<file path="config.mk">
export PLATFORM = sky130hd
export DESIGN_NAME = sva_row_mem
export DESIGN_NICKNAME = d
export VERILOG_FILES = /design/src/sv/sva_row_mem.sv
export SDC_FILE = /design/constraint.sdc
export NUM_CORES = 2
export LEC_CHECK = 0
export ABC_AREA = 1
export BUFFER_PORTS_ARGS = -buffer_cell sky130_fd_sc_hd__buf_2
export CELL_PAD_IN_SITES_DETAIL_PLACEMENT = 1
export CELL_PAD_IN_SITES_GLOBAL_PLACEMENT = 2
export CORE_MARGIN = 2
export CORE_UTILIZATION = 40
export DETAILED_ROUTE_END_ITERATION = 10
export HOLD_SLACK_MARGIN = 0.03
export MAX_ROUTING_LAYER = met4
export PLACE_DENSITY_LB_ADDON = 0.1
export SLEW_MARGIN = 20
export SYNTH_ARGS = -nofsm -noshare
export SYNTH_HDL_FRONTEND = slang
export SYNTH_SLANG_ARGS = --single-unit
</file>
<file path="constraint.sdc">
create_clock -name i_clk -period 1.4 [get_ports i_clk]
set_input_delay 0.07 -clock i_clk [delete_from_list [all_inputs] [get_ports i_clk]]
set_output_delay 0.07 -clock i_clk [all_outputs]
set_load 0.01 [all_outputs]
</file>
<file path="src/sv/sva_row_mem.sv">
module sva_row_mem #(
    parameter int ELEMS = 256,
    parameter int ROW_W = 8,
    parameter int IDX_W = 8
) (
    input  logic             i_clk,
    input  logic             i_rd_en,
    input  logic [IDX_W-1:0] i_rd_addr,
    output logic [ROW_W-1:0] o_rd_data,
    input  logic             i_wr_en,
    input  logic [IDX_W-1:0] i_wr_addr,
    input  logic [ROW_W-1:0] i_wr_data
);

    logic [ROW_W-1:0] mem [ELEMS];
    logic [ROW_W-1:0] r_rd_data;

    always_ff @(posedge i_clk) begin
        if (i_wr_en) begin
            mem[i_wr_addr] <= i_wr_data;
        end
    end

    always_ff @(posedge i_clk) begin
        if (i_rd_en) begin
            r_rd_data <= mem[i_rd_addr];
        end
    end

    assign o_rd_data = r_rd_data;

endmodule

</file>
==> flow_summary.yaml <==
floorplan:
  die_w_um: 461
  rows: 167
  die-area_um2: 212000
  die_h_um: 461
  start_util_pct: 40.3
  core_um2: 207000
  pin_count: 35
clocking:
  tritoncts: "built"
  cts_sinks: 2056
  clk_pin_slew_ns: 0.06
  insertion_delay_ns: 0.89
  clock_path_buffers: 3
  cts-buffers-inserted: 219
  htree_levels: 4
  clock-root-buffer: "clkbuf_16"
status:
  violations: "setup timing"
  status: "complete, but fails checks"
routing:
  routed_wl_mm: 281
  post-route-drc-count: 0
  first_pass_iters: 6
  vias: 57500
  drt-initial-drc-count: 4978
  viasPerCell: 5.44
  postRouteAntennaNets: 0
  wl_per_cell_um: 26.6
synth:
  synth_flop_cell: "edfxtp_1"
  avgSynthCellArea_um2: 11.9
  synth-seq-area-share_pct: 74.0
  synth_top_area_cell: "edfxtp_1"
  synth.most_common_cell: "nand2_1"
  async_flop_share_pct: 0
  yosys-top-cells-area: "edfxtp_1 74%, nand3_1 12%, nand2_1 9.5%, buf_2 1.6%, nor2_1 1.3%"
  synth_enable_flop_cells: 2056
  yosys_register_bits: 2056
  synthTopCellsByCount: "2,123 x nand2_1, 2,056 x edfxtp_1, 2,019 x nand3_1, 283 x nor2_1, 268 x buf_2"
  synthMuxAreaShare_pct: 0
  synthAdderAreaFrac_pct: 0
  yosysTopAreaCellShare_pct: 74.0
  netlist_area_um2: 83500
  yosys.area_share.simple_pct: 22.9
  synth_top_family_by_area: "simple AND/OR/NAND/NOR gates"
  synth-compound-area-share_pct: 0
  syn_nets: 7030
  synth-xor-area-share_pct: 0
  synth_warnings: 0
  synthCells: 7003
  synthDistinctLibCells: 13
placement:
  gp_routability_congestion: 0.854
  portBuffers: 34
  dp_worst_setup_slack_ns: -1.30
  place_hpwl_mm: 182
min_path:
  min_path_type: "primary input to flop"
power:
  total_power_mw: 135
  powerDensity_nw_per_um2: 1300
  total_leakage_power_nw: 37.3
  ir_worst_vdd_uv: 1300
sta:
  setup_tns_ns: -3.97
  setup_viol_count_final: 16
  hold_viol_final: 0
  clock.fmax_mhz: 594
  hold_ws_ns: 0.114
  fin_crit_sh_pct: 120
  clock_skew_ns: 0.0372
  layout_min_cycle_time_ns: 1.68
  rsz0062_at_grt: "true"
  slew-limit-headroom_pct: 47.3
  tightest_slew_ns: 0.789
  slew_violations: 0
  setup_ws_ns: -0.284
worst_setup_path:
  worstPathRequired_ns: 2.02
  cpMostUsedCell: "nand3_2"
  worstPathArrival_ns: 2.30
  crit_slowest_cell: "edfxtp_1"
  cp_max_fo: 1
  critPathKind: "flop to flop"
  critPathLaunchType: "flop"
  path_cells: "nand2_1, nand3_2, nand3_2, nand3_2, nand3_2, nand3_2, buf_6, nand3_4, nand2_4, nand2_8, nand2_2"
  cp.buffers_inverters: 1
  cp-end-kind: "flop"
  crit_family: "simple AND/OR/NAND/NOR gates"
  cpPeakStageDelay_ns: 0.35
global_route:
  track_usage_pct: 27.3
  grt_pass1_vias: 59600
  overflow: 0
  grt_pass1_wl_mm: 414
  grt_start_max_net_pins: 85
  antenna_found_initial: 14
final_layout:
  area_growth_pct: 24.7
  num-nets-final: 7636
  drive_gt1_share_pct: 21.6
  final_util_pct: 50.2
job:
  max_cap_violations: 0
## power by group
part / switching (mW) / internal [mW] / leakage [nW]
clock network: 24.4 / 31.8 / 3.29
registers: 0.0787 / 67.9 / 18.5
logic: 7.31 / 3.44 / 15.5
## per-stage QoR
stage / instances / cell area (um^2)
after CTS: 10600 / 103000
after global routing: 10600 / 104000
after global placement: 10200 / 94200
after detailed placement: 10200 / 94200
after floorplan: 7003 / 83900
final: 10600 / 104000
## cell type report
class	count	area (um^2)
Multi-Input combinational cell	4425	22300
Timing Repair Buffer	868	9580
Clock inverter	118	1080
Antenna cell	9	22.5
Tap cell	2788	3490
Clock buffer	273	5700
Inverter	39	183
Sequential cell	2056	61700
Fill cell	21100	103000
## sequential cells by signal, summed over array words and instances, names as in the netlist
register / flops
mem: 2048
o_rd_data: 8
## placed cells by master, fill, tap and decap left out, types with 9 or more instances in the layout
cell type | netlist | final
bufinv_16 | 0 | 17
clkinv_2 | 0 | 26
inv_1 | 36 | 34
clkbuf_1 | 112 | 53
buf_8 | 1 | 11
dlygate4sd3_1 | 0 | 12
nor2_4 | 0 | 30
nor2_1 | 283 | 232
nor2_2 | 0 | 21
clkbuf_16 | 0 | 220
diode_2 | 0 | 9
edfxtp_1 | 2056 | 2056
nand2_2 | 0 | 38
nand2_1 | 2123 | 2072
buf_12 | 0 | 232
buf_2 | 268 | 15
nand2_4 | 0 | 11
nand3_4 | 0 | 69
clkinv_1 | 0 | 56
nand3_1 | 2019 | 1585
nand3_2 | 0 | 365
buf_4 | 46 | 574
buf_6 | 16 | 24
## cells by family after synthesis
kind of cell           count (synthesis)
DFF                                 2056
and+or+nand+nor                     4425
buffers and inverters                522
## worst register-to-register path: cells and delay by family (launching register included)
kind          cells  cell delay, ns
buf+inv           1            0.14
simple gates     10            0.96
flops             1            0.35
## repair_timing
item / CTS / global route
endpoints found under the hold margin: 2064 / 0
setup endpoints to repair: 16 / 16
gates resized for setup: 372 / 210
buffers inserted: 0 / 0
pin swaps: 105 / 135
hold buffers: 12 / 0
## path summary, 6_finish.rpt
check / endpoint / slack [ns] / depth (start not counted) / start
hold / removal: o_rd_data[6] / 0.11 / 8 / i_rd_addr[5]
hold reg to reg: o_rd_data[5] / 1.07 / 10 / mem[151][5]
setup / recovery: o_rd_data[5] / -0.28 / 11 / mem[107][5]
setup reg to reg: o_rd_data[5] / -0.28 / 11 / mem[107][5]
## layer usage
metal / up-vias / wire [um] / global-route usage, %
met3: 355 / 11900 / 2.96
met1: 29700 / 125000 / 37.3
li1: 26200 / - / -
met5: - / 0 / -
met4: 0 / 7410 / 7.45
met2: 1273 / 136000 / 43.7
Power figures use the tool's default switching activity.
