### config.mk
export PLATFORM = sky130hd
export DESIGN_NAME = sva_rowop
export DESIGN_NICKNAME = d
export VERILOG_FILES = /design/src/sv/sva_pkg.sv /design/src/sv/sva_rowop.sv
export SDC_FILE = /design/constraint.sdc
export NUM_CORES = 1
export LEC_CHECK = 0
export BUFFER_PORTS_ARGS = -buffer_cell sky130_fd_sc_hd__buf_4
export CELL_PAD_IN_SITES_DETAIL_PLACEMENT = 0
export CELL_PAD_IN_SITES_GLOBAL_PLACEMENT = 1
export CORE_AREA = 5 5 298 300
export DETAILED_ROUTE_END_ITERATION = 10
export DIE_AREA = 0 0 303 305
export PLACE_DENSITY_LB_ADDON = 0.1
export SKIP_LAST_GASP = 1
export SLEW_MARGIN = 40
export SYNTH_ARGS = -nofsm -noshare
export SYNTH_HDL_FRONTEND = slang
export SYNTH_SLANG_ARGS = --single-unit
### constraint.sdc
create_clock -name vclk -period 5
set_input_delay 0.5 -clock vclk [all_inputs]
set_output_delay 0.5 -clock vclk [all_outputs]
set_load 0.01 [all_outputs]
### src/sv/sva_pkg.sv
package sva_pkg;

    localparam int OP_W     = 2;
    localparam int INDEX_W  = 8;
    localparam int VALUE_W  = 32;
    localparam int QUERY_W  = 10;
    localparam int STATUS_W = 2;

    localparam int ENTRIES_DEF       = 256;
    localparam int HISTORY_DEPTH_DEF = 8;
    localparam int MAX_SNAPSHOTS_DEF = 1024;

    localparam logic [OP_W-1:0] OP_WRITE = 2'd0;
    localparam logic [OP_W-1:0] OP_SNAP  = 2'd1;
    localparam logic [OP_W-1:0] OP_READ  = 2'd2;

    localparam logic [STATUS_W-1:0] ST_OK    = 2'd0;
    localparam logic [STATUS_W-1:0] ST_FULL  = 2'd1;
    localparam logic [STATUS_W-1:0] ST_LIMIT = 2'd2;

    typedef struct packed {
        logic [OP_W-1:0] op;
        logic            in_range;
        logic            row_ok;
    } t_item_ctl;

endpackage

### src/sv/sva_rowop.sv
module sva_rowop #(
    parameter int HISTORY_DEPTH = 8,
    parameter int TAG_W         = 10,
    parameter int CNT_W         = 4,
    parameter int ROW_W         = 340
) (
    input  sva_pkg::t_item_ctl                  i_ctl,
    input  logic [ROW_W-1:0]                    i_row,
    input  logic [TAG_W-1:0]                    i_snap,
    input  logic signed [sva_pkg::VALUE_W-1:0]  i_write_value,
    input  logic [sva_pkg::QUERY_W-1:0]         i_query,
    output logic [ROW_W-1:0]                    o_row,
    output logic                                o_wr_en,
    output logic                                o_full,
    output logic signed [sva_pkg::VALUE_W-1:0]  o_read_value
);
    import sva_pkg::*;

    localparam int PAIR_W = TAG_W + VALUE_W;
    localparam int CMP_W  = (TAG_W > QUERY_W) ? TAG_W : QUERY_W;

    logic [CNT_W-1:0]                      cnt;
    logic [CNT_W-1:0]                      cnt_n;
    logic [HISTORY_DEPTH-1:0][TAG_W-1:0]   tags;
    logic [HISTORY_DEPTH-1:0][VALUE_W-1:0] vals;
    logic [HISTORY_DEPTH-1:0][TAG_W-1:0]   tags_n;
    logic [HISTORY_DEPTH-1:0][VALUE_W-1:0] vals_n;
    logic [TAG_W-1:0]                      last_tag;
    logic                                  ovw;
    logic                                  app;
    logic                                  is_write;
    logic                                  is_read;
    logic [HISTORY_DEPTH:0]                hit;
    logic [CMP_W-1:0]                      query_ext;
    logic [VALUE_W-1:0]                    found;

    always_comb begin
        cnt = i_ctl.row_ok ? i_row[ROW_W-1 -: CNT_W] : '0;
        for (int k = 0; k < HISTORY_DEPTH; k++) begin
            tags[k] = i_row[k*PAIR_W+VALUE_W +: TAG_W];
            vals[k] = i_row[k*PAIR_W +: VALUE_W];
        end
    end

    // write: overwrite newest pair when it carries the current tag, else append if room remains
    always_comb begin
        is_write = (i_ctl.op == OP_WRITE) && i_ctl.in_range;
        last_tag = '0;
        for (int k = 0; k < HISTORY_DEPTH; k++) begin
            if (CNT_W'(k + 1) == cnt) begin
                last_tag = tags[k];
            end
        end
        ovw    = (cnt != '0) && (last_tag == i_snap);
        app    = !ovw && (cnt < CNT_W'(HISTORY_DEPTH));
        tags_n = tags;
        vals_n = vals;
        for (int k = 0; k < HISTORY_DEPTH; k++) begin
            if (ovw && (CNT_W'(k + 1) == cnt)) begin
                vals_n[k] = i_write_value;
            end
            if (app && (CNT_W'(k) == cnt)) begin
                tags_n[k] = i_snap;
                vals_n[k] = i_write_value;
            end
        end
        cnt_n = app ? cnt + CNT_W'(1) : cnt;
        o_row[ROW_W-1 -: CNT_W] = cnt_n;
        for (int k = 0; k < HISTORY_DEPTH; k++) begin
            o_row[k*PAIR_W +: PAIR_W] = {tags_n[k], vals_n[k]};
        end
        o_wr_en = is_write && (ovw || app);
        o_full  = is_write && !ovw && !app;
    end

    // tags ascend, so hits form a prefix; the last hit is the newest match
    always_comb begin
        is_read   = (i_ctl.op == OP_READ) && i_ctl.in_range;
        query_ext = CMP_W'(i_query);
        hit       = '0;
        for (int k = 0; k < HISTORY_DEPTH; k++) begin
            hit[k] = (CNT_W'(k) < cnt) && (CMP_W'(tags[k]) <= query_ext);
        end
        found = '0;
        for (int k = 0; k < HISTORY_DEPTH; k++) begin
            if (hit[k] && !hit[k+1]) begin
                found = found | vals[k];
            end
        end
        o_read_value = is_read ? $signed(found) : '0;
    end

endmodule

==> results.toml <==
[floorplanning]
core_region_area_um2 = 85900
io-pin-count = 770
chipHeight_um = 305
start_util_pct = 10.4
fp.dieW_um = 303
die_area_um2 = 92400
num_rows = 108

[power_and_ir_drop]
p_leak_nw = 8.17
p_int_uw = 870
irDropWorstVdd_mv = 0.0427
totalPowerFinal_mw = 1.85
switchingPower_uw = 983
netSwitchingFraction_pct = 53.1
cellPowerDensity_nw_per_um2 = 103
p_clk_share_pct = 0
seqPwrFrac_pct = 0
pwr-share-comb_pct = 100.0

[sta]
fin_crit_ns = 4.87
finalWorstSetupSlack_ns = 0.129
post-route-period-util_pct = 97.4
worstMarginPinSlew_ns = 0.772
final_hold_viol_count = 0
hold_ws_ns = 1.30
relSlewSlack_pct = 48.6
rsz0062_at_grt = "true"
slew_viol_final = 0
setup_viol = 0
max_freq_mhz = 205

[min_path]
min_from = "i_row[257]"
min_to = "o_row[257]"
whs_path_depth = 3
min_path_type = "input pin to primary output"

[global_routing]
antenna_found_initial = 12
grt_pass1_vias = 14100
gr-total-overflow = 0
grt_first_pass_wirelength_mm = 126
grtUsageTotal_pct = 19.3
grt_max_degree = 33

[cells_and_area]
final_common_cell = "buf_4"
instances_no_fill = 3086
mostFrequentLayoutCells = "buf_4 (865), mux2_1 (217), mux2_2 (100)"
seq_cell_count = 0
syn_to_final_growth_pct = 101
nClkBuffers = 0
finalNetCount = 2404
drive_gt1_share_pct = 57.4
seq_area_um2 = 0
final_util_pct = 20.9

[setup_path]
critPathArrivalTime_ns = 4.37
endpoint_kind = "primary output"
cp_slowest_cell = "or4_4"
critPathMaxStageDelay_ns = 0.56
critPathTopFamily = "buffers and inverters"
crit_chain = "buf_12 > nand2_8 > inv_4 > ha_4 > buf_4 > a21o_1 > a32o_2 > a221oi_4 > o31ai_2 > xor2_1 > or4_4 > nor4_4 > buf_6 > buf_12 > mux2i_4 > buf_12 > buf_16 > buf_6 > mux2_1 > buf_6"
critPathKind = "input pin to primary output"
required_ns = 4.50
crit_path_start_kind = "input pin"
worstPathMaxFanout = 8
worst-path-buf-inv = 9

[synthesis]
syn_nets = 1572
yosys_warnings = 0
yosys-top-cells-area = "mux2_1 (30%), mux2_2 (13%), ha_1 (12%), a21oi_1 (4.1%), nand2_1 (3.8%)"
synth_top_cell_by_area = "mux2_1"
yosysSeqAreaShare_pct = 0
avgSynthCellArea_um2 = 8.15
netlist_area_um2 = 8910
synth_cells = 1093
synthDistinctLibCells = 65
synth_top_area_share_pct = 29.8

[run_status]
status = "complete, no violations"

[placed_design]
dp_hpwl_mm = 80.9
place_ws_ns = -0.476
port_buffers = 770
gp_congestion = 0.866
dpl.cell_count = 3046

[routing]
vias = 13300
drt_pass1_iterations = 5
via_per_inst = 4.30
drtIter0Drc = 706
drc = 0
ant_nets = 0
wl_per_cell_um = 31.2
drt-total-wl_mm = 96.3

[flow_run]
drv_cap = 0

[clock_network]
cts_hold_buf = 0
[timing repair]
action / in CTS / in global routing
setup endpoints to repair: 307 / 240
resized for setup: 42 / 77
cloned: 3 / 1
pin swaps: 7 / 21
setup buffers: 14 / 15
[through the flow]
stage               TNS [ns]  area (um^2)
floorplan                  0         8910
detailed placement    -66.19        17100
global route          -0.114        17900
global placement      -66.55        17000
finish                     0        17900
CTS                   -0.361        17500
[routing by layer]
metal,part of all wire (%),global-route usage (%)
met5,0.027,0
met4,1.8,3.14
met3,5.7,3.00
met2,50,35.2
met1,42,24.1
[synth_stat cells, drive strengths merged (14+ instances only)]
cell,instances
a21o,14
a22o,33
o21ai,18
a41oi,33
nor2,34
and3,42
ha,83
a221oi,34
buf,41
clkbuf,53
nand2,89
nand3,15
nand4,15
a21oi,73
inv,30
mux2,337
[layout make-up]
cell class | count | area [um^2]
diodes | 8 | 20.0
repair buffers | 924 | 7540
multi-input cells | 969 | 8810
inverters | 30 | 118
well taps | 1155 | 1450
fillers | 9669 | 68000
[power by group through the flow]
stage	combinational [mW]	clock [mW]	sequential, mW
after detailed placement	1.81	0	0
after global placement	1.82	0	0
after floorplan	0.679	0	0
after global routing	1.97	0.0000000808	0
after CTS	1.85	0	0
final	1.85	0.000000137	0
[kinds of logic (layout without fill, tap and decap cells)]
| family | after synthesis | in the layout | synth area share [%] |
|---|---|---|---|
| adders and majority gates | 83 | 83 | 11.7 |
| buffers and inverters | 124 | 954 | 6.55 |
| AOI/OAI and AO/OA | 278 | 278 | 22.7 |
| xor gates and xnor gates | 5 | 5 | 0.492 |
| muxes | 346 | 346 | 43.7 |
| and+or+nand+nor | 257 | 257 | 14.9 |
| other | 0 | 8 | 0 |
[worst max-delay path by stage]
stage / start / endpoint / slack [ns] / depth (start not counted)
after detailed placement: i_row[337] / o_row[71] / -0.48 / 17
after CTS: i_ctl[0] / o_row[71] / -0.05 / 19
after global placement: i_ctl[0] / o_row[71] / -0.47 / 16
final: i_ctl[0] / o_row[48] / 0.13 / 20
after global routing: i_ctl[0] / o_row[48] / -0.03 / 19
after floorplan: i_ctl[0] / o_row[295] / 0.03 / 16
(Power assumes the default switching activity.)
